### config.mk
export PLATFORM = sky130hd
export DESIGN_NAME = operating_mode_command_gate_flat
export DESIGN_NICKNAME = d
export VERILOG_FILES = /design/src/design/omcg_pkg.sv /design/src/design/omcg_if.sv /design/src/design/omcg_judge.sv /design/src/design/omcg_step.sv /design/src/design/operating_mode_command_gate.sv /design/src/flat_wrapper.sv
export VERILOG_INCLUDE_DIRS = /design/src /design/src/design
export SDC_FILE = /design/constraint.sdc
export NUM_CORES = 1
export LEC_CHECK = 0
export BUFFER_PORTS_ARGS = -buffer_cell sky130_fd_sc_hd__buf_2
export CAP_MARGIN = 5
export CORE_MARGIN = 2
export CORE_UTILIZATION = 55
export DETAILED_ROUTE_END_ITERATION = 10
export GPL_TIMING_DRIVEN = 0
export HOLD_SLACK_MARGIN = 0.06
export PLACE_DENSITY = 0.77
export RECOVER_POWER = 25
export SLEW_MARGIN = 10
export SYNTH_ARGS = -nofsm -noshare
export SYNTH_HDL_FRONTEND = slang
export SYNTH_HIERARCHICAL = 1
export SYNTH_SLANG_ARGS = --single-unit
export TNS_END_PERCENT = 50
### constraint.sdc
create_clock -name i_clk -period 4.9 [get_ports i_clk]
set_clock_uncertainty 0.1 [all_clocks]
set_input_delay 0.49 -clock i_clk [delete_from_list [all_inputs] [get_ports i_clk]]
set_output_delay 0.49 -clock i_clk [all_outputs]
set_load 0.01 [all_outputs]
### src/design/assert_macros.svh
// Assertion macros shared by the gate RTL
`ifndef ASSERT_MACROS_SVH
`define ASSERT_MACROS_SVH

`ifndef ASSERT_OFF

// Clocked property, masked while reset is held
`define ASSERT_PROP(label, clk, rst_n, prop) \
    label: assert property (@(posedge clk) disable iff (!rst_n) prop) \
        else $error("omcg assertion failed");

// Clocked property, checked during reset as well
`define ASSERT_PROP_NR(label, clk, prop) \
    label: assert property (@(posedge clk) prop) \
        else $error("omcg assertion failed");

`else

`define ASSERT_PROP(label, clk, rst_n, prop)

`define ASSERT_PROP_NR(label, clk, prop)

`endif

`endif

### src/design/omcg_pkg.sv
// Package: codes, permission matrix and bundle types of the mode gate
`timescale 1ns / 1ps

package omcg_pkg;

    typedef enum logic [2:0] {
        MODE_INIT       = 3'd0,
        MODE_IDLE       = 3'd1,
        MODE_WASHING    = 3'd2,
        MODE_MANUAL     = 3'd3,
        MODE_SELFCHECK  = 3'd4,
        MODE_EXCEPTION  = 3'd5,
        MODE_RECOVERING = 3'd6
    } t_mode;

    typedef enum logic [3:0] {
        KIND_COMMAND        = 4'd0,
        KIND_WASH_START     = 4'd1,
        KIND_WASH_DONE      = 4'd2,
        KIND_WASH_ABORT     = 4'd3,
        KIND_POST_WASH      = 4'd4,
        KIND_SELFCHECK_DONE = 4'd5,
        KIND_CRITICAL       = 4'd6,
        KIND_ESTOP          = 4'd7,
        KIND_ESTOP_CLEAR    = 4'd8,
        KIND_RECOVERY_DONE  = 4'd9,
        KIND_FAULT_RESET    = 4'd10,
        KIND_SERVICE_SET    = 4'd11,
        KIND_INIT           = 4'd12
    } t_kind;

    typedef enum logic [3:0] {
        CMD_VOID          = 4'd0,
        CMD_WASH_GO       = 4'd1,
        CMD_WASH_HALT     = 4'd2,
        CMD_STOP_OP       = 4'd3,
        CMD_RESUME_OP     = 4'd4,
        CMD_FAULT_CLR     = 4'd5,
        CMD_HOME          = 4'd6,
        CMD_MANUAL_ON     = 4'd7,
        CMD_MANUAL_ACT    = 4'd8,
        CMD_START_CHECK   = 4'd9,
        CMD_RESTORE       = 4'd10
    } t_cmd;

    typedef enum logic [1:0] {
        VERDICT_ALLOWED = 2'd0,
        VERDICT_DENIED  = 2'd1,
        VERDICT_EVENT   = 2'd2
    } t_verdict;

    typedef enum logic [2:0] {
        REASON_NONE        = 3'd0,
        REASON_UNKNOWN_CMD = 3'd1,
        REASON_WRONG_MODE  = 3'd2,
        REASON_ESTOP       = 3'd3,
        REASON_SERVICE_OFF = 3'd4
    } t_reason;

    typedef enum logic [1:0] {
        PERM_NO   = 2'd0,
        PERM_YES  = 2'd1,
        PERM_COND = 2'd2
    } t_perm;

    localparam int NumCmdRows = 11;
    localparam int NumModes   = 7;

    // rows: command code, columns: mode
    localparam t_perm PERM_TABLE [NumCmdRows][NumModes] = '{
        '{PERM_NO, PERM_NO,   PERM_NO,  PERM_NO,   PERM_NO, PERM_NO,   PERM_NO},
        '{PERM_NO, PERM_YES,  PERM_NO,  PERM_NO,   PERM_NO, PERM_NO,   PERM_NO},
        '{PERM_NO, PERM_NO,   PERM_YES, PERM_NO,   PERM_NO, PERM_NO,   PERM_NO},
        '{PERM_NO, PERM_YES,  PERM_NO,  PERM_NO,   PERM_NO, PERM_NO,   PERM_NO},
        '{PERM_NO, PERM_YES,  PERM_NO,  PERM_NO,   PERM_NO, PERM_NO,   PERM_NO},
        '{PERM_NO, PERM_COND, PERM_NO,  PERM_NO,   PERM_NO, PERM_COND, PERM_NO},
        '{PERM_NO, PERM_NO,   PERM_NO,  PERM_NO,   PERM_NO, PERM_YES,  PERM_NO},
        '{PERM_NO, PERM_YES,  PERM_NO,  PERM_NO,   PERM_NO, PERM_NO,   PERM_NO},
        '{PERM_NO, PERM_NO,   PERM_NO,  PERM_YES,  PERM_NO, PERM_YES,  PERM_NO},
        '{PERM_NO, PERM_COND, PERM_NO,  PERM_NO,   PERM_NO, PERM_COND, PERM_NO},
        '{PERM_NO, PERM_NO,   PERM_NO,  PERM_COND, PERM_NO, PERM_COND, PERM_NO}
    };

    typedef struct packed {
        logic [3:0] kind;
        logic [3:0] command;
        logic       alarm_blocking;
        logic       abort_was_manual;
        logic       exc_demand;
        logic       recovery_to_idle;
        logic       service_enable;
    } t_req;

    typedef struct packed {
        t_mode mode;
        logic  estop;
        logic  service;
    } t_state;

    typedef struct packed {
        t_verdict verdict;
        t_reason  reject_reason;
        t_mode    mode;
        t_mode    previous_mode;
        logic     mode_changed;
        logic     recovery_requested;
        logic     context_sync;
        logic     estop_latched;
        logic     service_on;
        logic     stopping;
        logic     standby;
    } t_rsp;

endpackage

### src/design/omcg_if.sv
// Request and result channel interfaces of the mode gate
`timescale 1ns / 1ps

interface omcg_in_if;
    logic       valid;
    logic       ready;
    logic [3:0] kind;
    logic [3:0] command;
    logic       alarm_blocking;
    logic       abort_was_manual;
    logic       exc_demand;
    logic       recovery_to_idle;
    logic       service_enable;

    modport source (
        output valid, kind, command, alarm_blocking, abort_was_manual,
               exc_demand, recovery_to_idle, service_enable,
        input  ready
    );
    modport sink (
        input  valid, kind, command, alarm_blocking, abort_was_manual,
               exc_demand, recovery_to_idle, service_enable,
        output ready
    );
endinterface

interface omcg_out_if;
    logic       valid;
    logic       ready;
    logic [1:0] verdict;
    logic [2:0] reject_reason;
    logic [2:0] mode;
    logic [2:0] previous_mode;
    logic       mode_changed;
    logic       recovery_requested;
    logic       context_sync;
    logic       estop_latched;
    logic       service_on;
    logic       stopping;
    logic       standby;

    modport source (
        output valid, verdict, reject_reason, mode, previous_mode, mode_changed,
               recovery_requested, context_sync, estop_latched, service_on,
               stopping, standby,
        input  ready
    );
    modport sink (
        input  valid, verdict, reject_reason, mode, previous_mode, mode_changed,
               recovery_requested, context_sync, estop_latched, service_on,
               stopping, standby,
        output ready
    );
endinterface

### src/design/omcg_judge.sv
// Command check: permission matrix lookup plus estop, service and alarm checks
`timescale 1ns / 1ps

module omcg_judge (
    input  logic [3:0]        i_command,
    input  logic              i_alarm_blocking,
    input  omcg_pkg::t_state  i_state,
    output omcg_pkg::t_reason o_reason
);

    always_comb begin
        omcg_pkg::t_perm perm;
        logic [3:0]      row;
        logic [2:0]      col;

        row      = i_command;
        col      = i_state.mode;
        perm     = omcg_pkg::PERM_NO;
        o_reason = omcg_pkg::REASON_NONE;

        if (i_command == omcg_pkg::CMD_VOID || i_command > omcg_pkg::CMD_RESTORE) begin
            o_reason = omcg_pkg::REASON_UNKNOWN_CMD;
        end else if (i_state.mode > omcg_pkg::MODE_RECOVERING) begin
            o_reason = omcg_pkg::REASON_WRONG_MODE;
        end else begin
            perm = omcg_pkg::PERM_TABLE[row][col];
            if (perm == omcg_pkg::PERM_NO) begin
                o_reason = omcg_pkg::REASON_WRONG_MODE;
            end else if (perm == omcg_pkg::PERM_COND && i_state.estop) begin
                o_reason = omcg_pkg::REASON_ESTOP;
            end else if (i_command == omcg_pkg::CMD_WASH_GO && !i_state.service) begin
                o_reason = omcg_pkg::REASON_SERVICE_OFF;
            end else if (i_command == omcg_pkg::CMD_WASH_GO && i_alarm_blocking) begin
                o_reason = omcg_pkg::REASON_WRONG_MODE;
            end else if (i_command == omcg_pkg::CMD_RESUME_OP && i_state.service) begin
                // resume only makes sense while service is off
                o_reason = omcg_pkg::REASON_WRONG_MODE;
            end
        end
    end

endmodule

### src/design/omcg_step.sv
// Next-state and result logic for one request
`timescale 1ns / 1ps

module omcg_step (
    input  omcg_pkg::t_req   i_req,
    input  omcg_pkg::t_state i_state,
    output omcg_pkg::t_state o_next,
    output omcg_pkg::t_rsp   o_rsp
);

    omcg_pkg::t_reason reason;

    omcg_judge u_judge (
        .i_command        (i_req.command),
        .i_alarm_blocking (i_req.alarm_blocking),
        .i_state          (i_state),
        .o_reason         (reason)
    );

    always_comb begin
        omcg_pkg::t_mode cur;
        omcg_pkg::t_mode tgt;
        logic            go;
        logic            changed;

        cur     = i_state.mode;
        tgt     = cur;
        go      = 1'b0;
        changed = 1'b0;
        o_next  = i_state;

        o_rsp                    = '0;
        o_rsp.verdict            = omcg_pkg::VERDICT_EVENT;
        o_rsp.reject_reason      = omcg_pkg::REASON_NONE;
        o_rsp.previous_mode      = cur;
        o_rsp.recovery_requested = 1'b0;
        o_rsp.context_sync       = 1'b0;

        unique case (i_req.kind)
            omcg_pkg::KIND_COMMAND: begin
                o_rsp.reject_reason = reason;
                o_rsp.verdict = (reason == omcg_pkg::REASON_NONE) ?
                                omcg_pkg::VERDICT_ALLOWED : omcg_pkg::VERDICT_DENIED;
                if (reason == omcg_pkg::REASON_NONE) begin
                    unique case (i_req.command)
                        omcg_pkg::CMD_MANUAL_ON: begin
                            go  = 1'b1;
                            tgt = omcg_pkg::MODE_MANUAL;
                        end
                        omcg_pkg::CMD_START_CHECK: begin
                            go  = 1'b1;
                            tgt = omcg_pkg::MODE_SELFCHECK;
                        end
                        omcg_pkg::CMD_RESTORE: begin
                            go  = 1'b1;
                            tgt = omcg_pkg::MODE_RECOVERING;
                            o_rsp.recovery_requested = 1'b1;
                        end
                        omcg_pkg::CMD_STOP_OP: begin
                            o_next.service     = 1'b0;
                            o_rsp.context_sync = 1'b1;
                        end
                        omcg_pkg::CMD_RESUME_OP: begin
                            o_next.service     = 1'b1;
                            o_rsp.context_sync = 1'b1;
                        end
                        default: ;
                    endcase
                end
            end
            omcg_pkg::KIND_WASH_START: begin
                go  = (cur == omcg_pkg::MODE_IDLE);
                tgt = omcg_pkg::MODE_WASHING;
            end
            omcg_pkg::KIND_WASH_DONE: begin
                go  = (cur == omcg_pkg::MODE_WASHING);
                tgt = omcg_pkg::MODE_IDLE;
            end
            omcg_pkg::KIND_WASH_ABORT: begin
                go  = (cur == omcg_pkg::MODE_WASHING);
                tgt = i_req.abort_was_manual ? omcg_pkg::MODE_IDLE
                                             : omcg_pkg::MODE_EXCEPTION;
            end
            omcg_pkg::KIND_POST_WASH: begin
                go  = (cur == omcg_pkg::MODE_IDLE) && i_req.exc_demand;
                tgt = omcg_pkg::MODE_EXCEPTION;
            end
            omcg_pkg::KIND_SELFCHECK_DONE: begin
                go  = (cur == omcg_pkg::MODE_SELFCHECK);
                tgt = i_req.exc_demand ? omcg_pkg::MODE_EXCEPTION : omcg_pkg::MODE_IDLE;
            end
            omcg_pkg::KIND_CRITICAL: begin
                go  = (cur != omcg_pkg::MODE_WASHING) && (cur != omcg_pkg::MODE_RECOVERING);
                tgt = omcg_pkg::MODE_EXCEPTION;
            end
            omcg_pkg::KIND_ESTOP: begin
                o_next.estop = 1'b1;
                go  = 1'b1;
                tgt = omcg_pkg::MODE_EXCEPTION;
            end
            omcg_pkg::KIND_ESTOP_CLEAR: begin
                o_next.estop       = 1'b0;
                o_rsp.context_sync = 1'b1;
            end
            omcg_pkg::KIND_RECOVERY_DONE: begin
                go  = (cur == omcg_pkg::MODE_RECOVERING);
                tgt = i_req.recovery_to_idle ? omcg_pkg::MODE_IDLE
                                             : omcg_pkg::MODE_EXCEPTION;
            end
            omcg_pkg::KIND_FAULT_RESET: begin
                go  = (cur == omcg_pkg::MODE_EXCEPTION);
                tgt = omcg_pkg::MODE_IDLE;
            end
            omcg_pkg::KIND_SERVICE_SET: begin
                o_next.service     = i_req.service_enable;
                o_rsp.context_sync = 1'b1;
            end
            omcg_pkg::KIND_INIT: begin
                // forced to idle, no change flag
                o_next.mode    = omcg_pkg::MODE_IDLE;
                o_next.estop   = 1'b0;
                o_next.service = 1'b1;
            end
            default: ;
        endcase

        if (go) begin
            o_next.mode = tgt;
            changed     = (tgt != cur);
        end

        o_rsp.mode          = o_next.mode;
        o_rsp.mode_changed  = changed;
        o_rsp.estop_latched = o_next.estop;
        o_rsp.service_on    = o_next.service;
        o_rsp.stopping      = !o_next.service ||
                              o_next.mode == omcg_pkg::MODE_INIT ||
                              o_next.mode == omcg_pkg::MODE_EXCEPTION ||
                              o_next.mode == omcg_pkg::MODE_RECOVERING;
        o_rsp.standby       = (o_next.mode == omcg_pkg::MODE_IDLE) && o_next.service;
    end

endmodule

### src/design/operating_mode_command_gate.sv
// Path: the request is registered in the input reg, then its result in the result reg.
// Throughput: one request per cycle while the output is not stalled, set by
//   the combinational step logic reading and updating mode, estop and service regs.
// Stalled output holds its result; input stays open while the result reg drains.
// Reset (sync, active low): mode init, estop clear, service on, both stages empty.
`timescale 1ns / 1ps
`include "assert_macros.svh"

module operating_mode_command_gate (
    input  logic        i_clk,
    input  logic        i_rst_n,
    omcg_in_if.sink     i_req,
    omcg_out_if.source  o_rsp
);

    // ---- stage registers -------------------------------------------------
    logic             r_in_valid;
    logic             n_in_valid;
    omcg_pkg::t_req   r_in;
    logic             r_out_valid;
    logic             n_out_valid;
    omcg_pkg::t_rsp   r_out;
    omcg_pkg::t_state r_state;

    omcg_pkg::t_state step_next;
    omcg_pkg::t_rsp   step_rsp;

    logic in_fire;
    logic advance;

    // A held request moves into the result register when that register is
    // empty or is being drained this cycle. The state updates on the same edge,
    // so the next request always sees the effect of the one before it.
    assign advance     = r_in_valid && (!r_out_valid || o_rsp.ready);
    assign i_req.ready = !r_in_valid || advance;
    assign in_fire     = i_req.valid && i_req.ready;

    always_comb begin
        n_in_valid  = in_fire ? 1'b1 : (advance ? 1'b0 : r_in_valid);
        n_out_valid = advance ? 1'b1 : (o_rsp.ready ? 1'b0 : r_out_valid);
    end

    omcg_step u_step (
        .i_req   (r_in),
        .i_state (r_state),
        .o_next  (step_next),
        .o_rsp   (step_rsp)
    );

    // control and mode state
    always_ff @(posedge i_clk) begin
        if (!i_rst_n) begin
            r_in_valid      <= 1'b0;
            r_out_valid     <= 1'b0;
            r_state.mode    <= omcg_pkg::MODE_INIT;
            r_state.estop   <= 1'b0;
            r_state.service <= 1'b1;
        end else begin
            r_in_valid  <= n_in_valid;
            r_out_valid <= n_out_valid;
            if (advance) begin
                r_state <= step_next;
            end
        end
    end

    // payload, no reset needed
    always_ff @(posedge i_clk) begin
        if (in_fire) begin
            r_in.kind             <= i_req.kind;
            r_in.command          <= i_req.command;
            r_in.alarm_blocking   <= i_req.alarm_blocking;
            r_in.abort_was_manual <= i_req.abort_was_manual;
            r_in.exc_demand       <= i_req.exc_demand;
            r_in.recovery_to_idle <= i_req.recovery_to_idle;
            r_in.service_enable   <= i_req.service_enable;
        end
        if (advance) begin
            r_out <= step_rsp;
        end
    end

    // ---- result channel ---------------------------------------------------
    assign o_rsp.valid              = r_out_valid;
    assign o_rsp.verdict            = r_out.verdict;
    assign o_rsp.reject_reason      = r_out.reject_reason;
    assign o_rsp.mode               = r_out.mode;
    assign o_rsp.previous_mode      = r_out.previous_mode;
    assign o_rsp.mode_changed       = r_out.mode_changed;
    assign o_rsp.recovery_requested = r_out.recovery_requested;
    assign o_rsp.context_sync       = r_out.context_sync;
    assign o_rsp.estop_latched      = r_out.estop_latched;
    assign o_rsp.service_on         = r_out.service_on;
    assign o_rsp.stopping           = r_out.stopping;
    assign o_rsp.standby            = r_out.standby;

    // ---- checks -------------------------------------------------------------
    `ASSERT_PROP(a_rsp_matches_state, i_clk, i_rst_n,
        advance && i_rst_n |=> r_out_valid && r_out.mode == r_state.mode &&
        r_out.estop_latched == r_state.estop && r_out.service_on == r_state.service)
    `ASSERT_PROP(a_state_holds_idle, i_clk, i_rst_n,
        !advance && i_rst_n |=> $stable(r_state))
    `ASSERT_PROP(a_change_differs, i_clk, i_rst_n,
        r_out_valid && r_out.mode_changed |-> r_out.mode != r_out.previous_mode)
    `ASSERT_PROP(a_reason_only_on_deny, i_clk, i_rst_n,
        r_out_valid && r_out.verdict != omcg_pkg::VERDICT_DENIED |->
        r_out.reject_reason == omcg_pkg::REASON_NONE)
    `ASSERT_PROP(a_recover_enters_mode, i_clk, i_rst_n,
        r_out_valid && r_out.recovery_requested |->
        r_out.mode == omcg_pkg::MODE_RECOVERING &&
        r_out.verdict == omcg_pkg::VERDICT_ALLOWED)

endmodule
### src/flat_wrapper.sv
// flat-port wrapper written by rule: the top's interface ports become plain ports
module operating_mode_command_gate_flat 
  (i_clk, i_rst_n, i_req_valid, i_req_kind, i_req_command, i_req_alarm_blocking, i_req_abort_was_manual, i_req_exc_demand, i_req_recovery_to_idle, i_req_service_enable, i_req_ready, o_rsp_valid, o_rsp_verdict, o_rsp_reject_reason, o_rsp_mode, o_rsp_previous_mode, o_rsp_mode_changed, o_rsp_recovery_requested, o_rsp_context_sync, o_rsp_estop_latched, o_rsp_service_on, o_rsp_stopping, o_rsp_standby, o_rsp_ready);
  omcg_in_if i_req_i ();
  omcg_out_if o_rsp_i ();
  input  logic i_clk;
  input  logic i_rst_n;
  input wire logic [$bits(i_req_i.valid)-1:0] i_req_valid;
  input wire logic [$bits(i_req_i.kind)-1:0] i_req_kind;
  input wire logic [$bits(i_req_i.command)-1:0] i_req_command;
  input wire logic [$bits(i_req_i.alarm_blocking)-1:0] i_req_alarm_blocking;
  input wire logic [$bits(i_req_i.abort_was_manual)-1:0] i_req_abort_was_manual;
  input wire logic [$bits(i_req_i.exc_demand)-1:0] i_req_exc_demand;
  input wire logic [$bits(i_req_i.recovery_to_idle)-1:0] i_req_recovery_to_idle;
  input wire logic [$bits(i_req_i.service_enable)-1:0] i_req_service_enable;
  output wire logic [$bits(i_req_i.ready)-1:0] i_req_ready;
  output wire logic [$bits(o_rsp_i.valid)-1:0] o_rsp_valid;
  output wire logic [$bits(o_rsp_i.verdict)-1:0] o_rsp_verdict;
  output wire logic [$bits(o_rsp_i.reject_reason)-1:0] o_rsp_reject_reason;
  output wire logic [$bits(o_rsp_i.mode)-1:0] o_rsp_mode;
  output wire logic [$bits(o_rsp_i.previous_mode)-1:0] o_rsp_previous_mode;
  output wire logic [$bits(o_rsp_i.mode_changed)-1:0] o_rsp_mode_changed;
  output wire logic [$bits(o_rsp_i.recovery_requested)-1:0] o_rsp_recovery_requested;
  output wire logic [$bits(o_rsp_i.context_sync)-1:0] o_rsp_context_sync;
  output wire logic [$bits(o_rsp_i.estop_latched)-1:0] o_rsp_estop_latched;
  output wire logic [$bits(o_rsp_i.service_on)-1:0] o_rsp_service_on;
  output wire logic [$bits(o_rsp_i.stopping)-1:0] o_rsp_stopping;
  output wire logic [$bits(o_rsp_i.standby)-1:0] o_rsp_standby;
  input wire logic [$bits(o_rsp_i.ready)-1:0] o_rsp_ready;
  assign i_req_i.valid = i_req_valid;
  assign i_req_i.kind = i_req_kind;
  assign i_req_i.command = i_req_command;
  assign i_req_i.alarm_blocking = i_req_alarm_blocking;
  assign i_req_i.abort_was_manual = i_req_abort_was_manual;
  assign i_req_i.exc_demand = i_req_exc_demand;
  assign i_req_i.recovery_to_idle = i_req_recovery_to_idle;
  assign i_req_i.service_enable = i_req_service_enable;
  assign i_req_ready = i_req_i.ready;
  assign o_rsp_valid = o_rsp_i.valid;
  assign o_rsp_verdict = o_rsp_i.verdict;
  assign o_rsp_reject_reason = o_rsp_i.reject_reason;
  assign o_rsp_mode = o_rsp_i.mode;
  assign o_rsp_previous_mode = o_rsp_i.previous_mode;
  assign o_rsp_mode_changed = o_rsp_i.mode_changed;
  assign o_rsp_recovery_requested = o_rsp_i.recovery_requested;
  assign o_rsp_context_sync = o_rsp_i.context_sync;
  assign o_rsp_estop_latched = o_rsp_i.estop_latched;
  assign o_rsp_service_on = o_rsp_i.service_on;
  assign o_rsp_stopping = o_rsp_i.stopping;
  assign o_rsp_standby = o_rsp_i.standby;
  assign o_rsp_i.ready = o_rsp_ready;
  operating_mode_command_gate u_core (.i_clk(i_clk), .i_rst_n(i_rst_n), .i_req(i_req_i), .o_rsp(o_rsp_i));
endmodule
==> flow_summary_export.csv, run 1 <==
group,metric,value,unit
finish,synthToLayoutAreaGrowth,13.0,%
sta,worst_pin_slew,0.712,ns
floorplan,vertical_die_dimension,70.9,um
grt,pin_count_of_the_biggest_net_entering_global_routing,23,
cts,cts_repair_resize_count,0,
worst_setup_path,arrival,3.97,ns
cts,post_cts.repair.setup_buffers,0,
worst_setup_path,timing.critical_path.cells,"inv_1 -> ha_1 -> nand2b_1 -> a2111oi_0 -> o22ai_1 -> a31o_1 -> or4_4 -> o31a_2 -> o31ai_1 -> inv_1 -> buf_4",
cts,h-tree-depth,2,
synthesis,synth_area_per_cell,9.95,um2
cts,path_clk_slew,0.07,ns
route,drtIter0Drc,177,
route,dr_total_vias,1955,
finish,layoutNonFillerInstCount,343,
worst_setup_path,worst_ep_required_time,4.86,ns
worst_setup_path,critPathLaunchType,"flip-flop",
place,place_inst,335,
floorplan,die_area,5020,um2
floorplan,dieWidth,70.9,um
place,dpl-instance-area,2700,um2
worst_setup_path,path_class,"flip-flop to flip-flop",
place,io_buffers,36,
sta,fmaxAchievable,0.249,GHz
worst_setup_path,worst_path_dominant_cell_family,"compound AO/OA/AOI/OAI gates",
synthesis,synth_sequential_area_ratio,43.6,%
sta,slew_headroom,51.3,%
synthesis,post_synth_mux_area_share,2.54,%
worst_setup_path,cp.buffers_inverters,3,
floorplan,io_pins,37,
cts,ctsHoldBuffers,0,
worst_setup_path,worst_path_largest_cell_delay,0.59,ns
floorplan,placement_rows,24,
cts,clock_latency,0.29,ns
route,routed_wirelength,5110,um
synthesis,synth.ff_latch_count,38,
finish,nNetsFinal,311,
route,detail-route-antenna-nets,0,
route,vias_per_cell,5.70,
route,drt-wirelength-per-cell,14.9,um
finish,final_design_area_no_fill,2780,um2
finish,drive_gt1_share,26.8,%
sta,fin_crit_sh,81.8,%
sta,final_max_slew_viol_count,0,
grt,grt_pass1_vias,1834,
synthesis,synth-simple-area-share,23.6,%
synthesis,yosysUniqueCellTypes,68,
synthesis,post_synth_fa_ha_maj_area_fraction,2.04,%
synthesis,post_synth_main_area_contributors,"sky130_fd_sc_hd__edfxtp_1 (38%), sky130_fd_sc_hd__dfxtp_1 (5.7%), sky130_fd_sc_hd__a21oi_1 (3.9%)",
grt,grt-ovfl-total,0,
worst_setup_path,critical_path.slowest_cell,"sky130_fd_sc_hd__or4_4",
finish,antenna_diode_count,0,
route,drt-pass1-iter-count,4,
hold_path,worst_hold_path_type,"primary input to flip-flop",
synthesis,synth_edf_count,31,
synthesis,synthDominantAreaCellType,"sky130_fd_sc_hd__edfxtp_1",
power,design_power_total,718,uW
synthesis,dominant_combinational_cell_family_by_area_after_synthesis,"simple AND/OR/NAND/NOR gates",
synthesis,post-synth-top-area-fraction,37.9,%
synthesis,synthCells,247,
cts,cts_tree,"yes",
grt,antenna_violations_before_repair,0,
status,status,"complete, no violations",
synthesis,postSynth.topFlopCell,"sky130_fd_sc_hd__edfxtp_1",
sta,tns,0,ns
floorplan,initial_core_util,56.9,%
floorplan,coreArea,4320,um2
finish,layout.core_utilization,64.2,%
place,pre_cts_ws,1.00,ns
flow_run,max_cap_viol_count,0,
cts,cts.path.max_buffers,2,
finish,final_common_cell,"sky130_fd_sc_hd__buf_2",
cts,cts-buffers-inserted,5,
sta,report.final.hold_viol_count,0,
worst_setup_path,timing.critical_path.mode_cell,"sky130_fd_sc_hd__inv_1",
sta,final.setup.worst_slack,0.891,ns
sta,hold_slack,0.271,ns
route,drc_errors,0,
sta,grt_setup_unrepaired,"false",
synthesis,mappedNetlistNets,268,
cts,clk_root_buffer_cell,"sky130_fd_sc_hd__clkbuf_8",
power,cellPowerDensity,259,nW/um2
finish,mostFrequentLayoutCells,"sky130_fd_sc_hd__buf_2 (37), sky130_fd_sc_hd__edfxtp_1 (31), sky130_fd_sc_hd__nand2_1 (22)",
place,place.gp.congestion,0.924,
place,hpwl,3770,um
synthesis,post_synthesis_share_of_cell_area_spent_on_xor_and_xnor_gates,1.78,%
synthesis,synth_compound_gate_area_share,18.3,%
cts,cts.sink_count,38,
synthesis,yosysWarningCount,6,
worst_setup_path,crit_fanout,4,
grt,grt_util_all_layers,21.5,%
synthesis,ys_async_sr_fraction,0,%
power,power_leakage,1.07,nW
power,ir_drop,0.228,mV
synthesis,syn-cell-area,2460,um2
worst_setup_path,endpoint_kind,"flip-flop",
sta,layout_min_cycle_time,4.01,ns
sta,timing.final.setup_violations,0,
grt,grt_first_pass_wirelength,8400,um
==> registers in the layout (all words and copies together) (netlist names) <==
register	count
u_core/o_rsp.previous_mode	3
u_core/o_rsp.verdict	2
u_core/r_in	13
u_core/o_rsp.recovery_requested	1
u_core/o_rsp.valid	1
u_core/o_rsp.context_sync	1
u_core/o_rsp.mode_changed	1
u_core/o_rsp.standby	1
u_core/r_state	5
u_core/o_rsp.service_on	1
u_core/o_rsp.mode	3
u_core/o_rsp.reject_reason	3
u_core/o_rsp.estop_latched	1
u_core/r_in_valid	1
u_core/o_rsp.stopping	1
==> power breakdown <==
part	total, mW	leakage [nW]	switching, mW	internal [mW]
Clock	0.212	0.0452	0.112	0.100
Sequential	0.382	0.356	0.0139	0.368
Combinational	0.125	0.669	0.0703	0.0543
Total	0.718	1.07	0.196	0.522
==> synth_stat cells, types with 2 or more instances <==
library cell,number
sky130_fd_sc_hd__nand2b_1,10
sky130_fd_sc_hd__xnor2_1,5
sky130_fd_sc_hd__and3_1,3
sky130_fd_sc_hd__mux2i_1,4
sky130_fd_sc_hd__nor2b_1,4
sky130_fd_sc_hd__nor4_4,2
sky130_fd_sc_hd__a31oi_1,2
sky130_fd_sc_hd__a211oi_1,3
sky130_fd_sc_hd__nor3_1,3
sky130_fd_sc_hd__dfxtp_1,7
sky130_fd_sc_hd__buf_4,12
sky130_fd_sc_hd__clkbuf_1,2
sky130_fd_sc_hd__or3_1,2
sky130_fd_sc_hd__o31ai_1,3
sky130_fd_sc_hd__nand2_1,22
sky130_fd_sc_hd__edfxtp_1,31
sky130_fd_sc_hd__nor2_4,2
sky130_fd_sc_hd__and2_1,3
sky130_fd_sc_hd__buf_2,5
sky130_fd_sc_hd__o2bb2ai_1,2
sky130_fd_sc_hd__o32ai_1,2
sky130_fd_sc_hd__o22ai_1,3
sky130_fd_sc_hd__nor2_1,13
sky130_fd_sc_hd__o21ai_0,8
sky130_fd_sc_hd__nand3b_1,6
sky130_fd_sc_hd__ha_1,4
sky130_fd_sc_hd__a21oi_1,19
sky130_fd_sc_hd__a2111oi_0,3
sky130_fd_sc_hd__nand3_1,5
sky130_fd_sc_hd__a21oi_2,2
sky130_fd_sc_hd__inv_1,17
sky130_fd_sc_hd__nor4bb_1,2
==> metal layers <==
metal  up-vias  global-route usage [%]  share of wire [%]  routed length [um]
met5         -                       0                  0                   0
met4         0                    9.01                1.8                  91
li1        982                       -                  -                   -
met1       880                    27.5                 44                2240
met3         9                    4.84                6.7                 340
met2        84                    35.2                 48                2430
==> path summary, 6_finish.rpt <==
check | startpoint | to | slack, ns | cells past startpoint
setup reg to reg | u_core/r_in[6]$_DFFE_PP_ | u_core/o_rsp.service_on$_DFFE_PP_ | 0.89 | 11
hold reg to reg | u_core/r_in_valid$_SDFFE_PN0P_ | u_core/o_rsp.valid$_SDFFE_PN0P_ | 0.44 | 1
hold / removal | i_req_alarm_blocking | u_core/r_in[4]$_DFFE_PP_ | 0.27 | 1
setup / recovery | u_core/r_in[6]$_DFFE_PP_ | u_core/o_rsp.service_on$_DFFE_PP_ | 0.89 | 11
==> layout make-up <==
type / instances / area (um2)
Sequential cell: 38 / 1070
Inverter: 19 / 73.8
Timing Repair Buffer: 36 / 175
Clock inverter: 2 / 13.8
Tap cell: 52 / 65.1
Fill cell: 367 / 1550
Clock buffer: 6 / 72.6
Buffer: 20 / 128
Multi-Input combinational cell: 170 / 1180
==> logic make-up after synthesis <==
kind of cell             Yosys count
AND/OR/NAND/NOR                   92
AO/OA/AOI/OAI                     63
buffers and inverters             39
flip-flops                        38
multiplexers                       6
XOR/XNOR                           5
adder cells (fa/ha/maj)            4
==> worst register-to-register path: stages (launching register included) <==
cell and delay [ns]:
sky130_fd_sc_hd__edfxtp_1 0.44, sky130_fd_sc_hd__inv_1 0.14, sky130_fd_sc_hd__ha_1 0.24, sky130_fd_sc_hd__nand2b_1 0.14
sky130_fd_sc_hd__a2111oi_0 0.41, sky130_fd_sc_hd__o22ai_1 0.20, sky130_fd_sc_hd__a31o_1 0.29, sky130_fd_sc_hd__or4_4 0.59
sky130_fd_sc_hd__o31a_2 0.34, sky130_fd_sc_hd__o31ai_1 0.57, sky130_fd_sc_hd__inv_1 0.15, sky130_fd_sc_hd__buf_4 0.17
No activity file was read; power rests on OpenSTA's default activity.
==> run 2, diff against run 1 <==
==> constraint.sdc (replaced) <==
create_clock -name i_clk -period 4 [get_ports i_clk]
set_clock_uncertainty 0.1 [all_clocks]
set_input_delay 0.4 -clock i_clk [delete_from_list [all_inputs] [get_ports i_clk]]
set_output_delay 0.4 -clock i_clk [all_outputs]
set_load 0.01 [all_outputs]
==> run 2 against run 1 <==
  * Final cell count is the same
  * Critical path depth grew 1
  * Wire length grew 0.37%
  * Fmax grew 5.7%
  * Global-route usage is the same
  * Design area grew 0.41%
  * Largest power group unchanged
  * Register-to-register slack lost 0.68 ns
  * First-iteration DRC count shrank 5.1%
  * Highest routed layer unchanged
  * Core utilization grew 0.26 points
==> flow_summary_export.csv, run 2 (synthesis results as in run 1) <==
group,metric,value,unit
grt,grt_util_all_layers,21.5,%
worst_setup_path,worstRegToRegCells,12,
place,hpwl,3770,um
hold_path,timing.hold.worst_path_depth,1,
finish,drive_gt1_share,27.5,%
worst_setup_path,reg2reg_to,"u_core/o_rsp.mode_changed$_DFFE_PP_",
power,combPwrFrac,17.5,%
grt,grt-busiest-layer,"met2",
finish,nNetsFinal,311,
worst_setup_path,arrival,3.74,ns
grt,grt_first_pass_wirelength,8400,um
place,place_inst,335,
grt,groute.layer.met3.usage,4.84,%
cts,h-tree-depth,2,
sta,grt_setup_unrepaired,"false",
worst_setup_path,reg2reg_from,"u_core/r_in[6]$_DFFE_PP_",
finish,layout.core_utilization,64.5,%
worst_setup_path,rrSetupSlack,0.21,ns
power,ir_drop,0.279,mV
place,dpl-instance-area,2700,um2
power,share_of_total_power_in_sequential_cells,53.0,%
sta,final_max_slew_viol_count,0,
cts,cts.path.max_buffers,2,
cts,clock_latency,0.29,ns
power,switching_power,243,uW
finish,top_register,"u_core/r_in",
place,pre_cts_ws,0.0996,ns
grt,gr-usage-met2,35.2,%
floorplan,vertical_die_dimension,70.9,um
finish,layoutNonFillerInstCount,343,
floorplan,die_area,5020,um2
route,drc_errors,0,
route,drt-pass1-iter-count,4,
floorplan,io_pins,37,
finish,reg_top3,"u_core/r_in x13, u_core/r_state x5",
hold_path,worstHoldEndpoint,"u_core/r_in[4]$_DFFE_PP_",
route,vias_per_cell,5.74,
grt,pin_count_of_the_biggest_net_entering_global_routing,23,
finish,largest_register_ff_count,13,
status,status,"complete, no violations",
finish,final_common_cell,"sky130_fd_sc_hd__buf_2",
power,power_report.internal_total,640,uW
power,power_leakage,1.07,nW
worst_setup_path,critical_path.slowest_cell,"sky130_fd_sc_hd__or4_4",
cts,ctsHoldBuffers,0,
place,io_buffers,36,
cts,cts_tree,"yes",
sta,worst_pin_slew,0.707,ns
route,drt-wirelength-per-cell,14.9,um
sta,fin_crit_sh,94.8,%
sta,fmaxAchievable,0.264,GHz
hold_path,worstHoldStart,"i_req_alarm_blocking",
sta,report.final.hold_viol_count,0,
worst_setup_path,critPathLaunchType,"flip-flop",
hold_path,worst_hold_path_type,"primary input to flip-flop",
cts,cts-buffers-inserted,5,
place,place.gp.congestion,0.924,
worst_setup_path,timing.critical_path.cells,"inv_1 -> ha_1 -> nand2b_1 -> a2111oi_2 -> o22ai_1 -> a31o_1 -> or4_4 -> nor2_4 -> o32ai_1 -> or2_1 -> mux2_1 -> o31a_1",
floorplan,coreArea,4320,um2
cts,path_clk_slew,0.08,ns
power,cellPowerDensity,317,nW/um2
flow_run,max_cap_viol_count,0,
sta,tns,0,ns
floorplan,dieWidth,70.9,um
worst_setup_path,cp.buffers_inverters,1,
grt,grt-ovfl-total,0,
cts,clk_root_buffer_cell,"sky130_fd_sc_hd__clkbuf_8",
power,power_switching_share,27.5,%
worst_setup_path,worst_path_dominant_cell_family,"simple AND/OR/NAND/NOR gates",
worst_setup_path,worst_ep_required_time,3.95,ns
grt,grt_pass1_vias,1834,
finish,mostFrequentLayoutCells,"sky130_fd_sc_hd__buf_2 (37), sky130_fd_sc_hd__edfxtp_1 (31), sky130_fd_sc_hd__nand2_1 (22)",
floorplan,placement_rows,24,
worst_setup_path,endpoint_kind,"flip-flop",
route,dr_total_vias,1970,
floorplan,initial_core_util,56.9,%
grt,antenna_violations_before_repair,0,
sta,slew_headroom,51.7,%
sta,final.setup.worst_slack,0.209,ns
finish,final_design_area_no_fill,2790,um2
finish,synthToLayoutAreaGrowth,13.4,%
worst_setup_path,crit_fanout,4,
cts,cts.sink_count,38,
route,detail-route-antenna-nets,0,
route,routed_wirelength,5130,um
power,clkPwrFrac,29.6,%
sta,timing.final.setup_violations,0,
grt,gr-usage-met1,27.5,%
route,drtIter0Drc,168,
worst_setup_path,worst_path_largest_cell_delay,0.59,ns
finish,antenna_diode_count,0,
sta,layout_min_cycle_time,3.79,ns
worst_setup_path,path_class,"flip-flop to flip-flop",
==> run 2: cell counts in the layout (fill, tap and decap cells not counted) <==
Identical to the previous run, type by type.
==> run 2: per-stage QoR <==
stage	hold slack, ns	power, mW
2_1_floorplan	0.386	0.586
3_3_place_gp	0.419	0.624
3_5_place_dp	0.428	0.629
4_1_cts	0.172	0.889
5_1_grt	0.164	0.922
6_report	0.181	0.883
==> run 2: worst register-to-register path, delay by kind of cell, from the launching register on <==
kind / cells / cell delay, ns
AO/OA/AOI/OAI: 5 / 1.13
adder cells (fa/ha/maj): 1 / 0.24
buffers and inverters: 1 / 0.14
flip-flops: 1 / 0.43
multiplexers: 1 / 0.32
AND/OR/NAND/NOR: 4 / 1.18
==> run 2: power groups by stage <==
stage / clock, mW / combinational [mW] / sequential (mW)
after floorplan: 0 / 0.109 / 0.477
after global placement: 0 / 0.149 / 0.475
after detailed placement: 0 / 0.152 / 0.477
after CTS: 0.268 / 0.153 / 0.468
after global routing: 0.282 / 0.169 / 0.471
final: 0.261 / 0.154 / 0.468
==> run 2: what timing repair did <==
item	in CTS	in global routing
setup endpoints to repair	0	6
endpoints found under the hold margin	0	0
resized for setup	0	3
buffers inserted	0	0
==> run 2: routing by layer <==
metal,share of wire [%],routed length (um)
met5,0,0
met4,2.4,121
met3,7.2,367
met2,47,2430
met1,43,2210
==> run 2: layout make-up <==
cell class | count | area [um2]
Multi-Input combinational cell | 170 | 1190
Fill cell | 364 | 1540
Tap cell | 52 | 65.1
Timing Repair Buffer | 36 | 175
Clock buffer | 6 | 72.6
Sequential cell | 38 | 1070
Inverter | 19 | 73.8
Clock inverter | 2 | 13.8
Buffer | 20 | 128
==> run 2: worst max path at each step <==
stage | from | to | depth (start not counted)
after floorplan | u_core/r_in[6]$_DFFE_PP_ | u_core/o_rsp.mode_changed$_DFFE_PP_ | 12
after global placement | u_core/r_in[6]$_DFFE_PP_ | u_core/o_rsp.service_on$_DFFE_PP_ | 11
after detailed placement | u_core/r_in[6]$_DFFE_PP_ | u_core/o_rsp.service_on$_DFFE_PP_ | 11
after CTS | u_core/r_in[6]$_DFFE_PP_ | u_core/o_rsp.service_on$_DFFE_PP_ | 11
after global routing | u_core/r_in[6]$_DFFE_PP_ | u_core/o_rsp.mode_changed$_DFFE_PP_ | 12
final | u_core/r_in[6]$_DFFE_PP_ | u_core/o_rsp.mode_changed$_DFFE_PP_ | 12
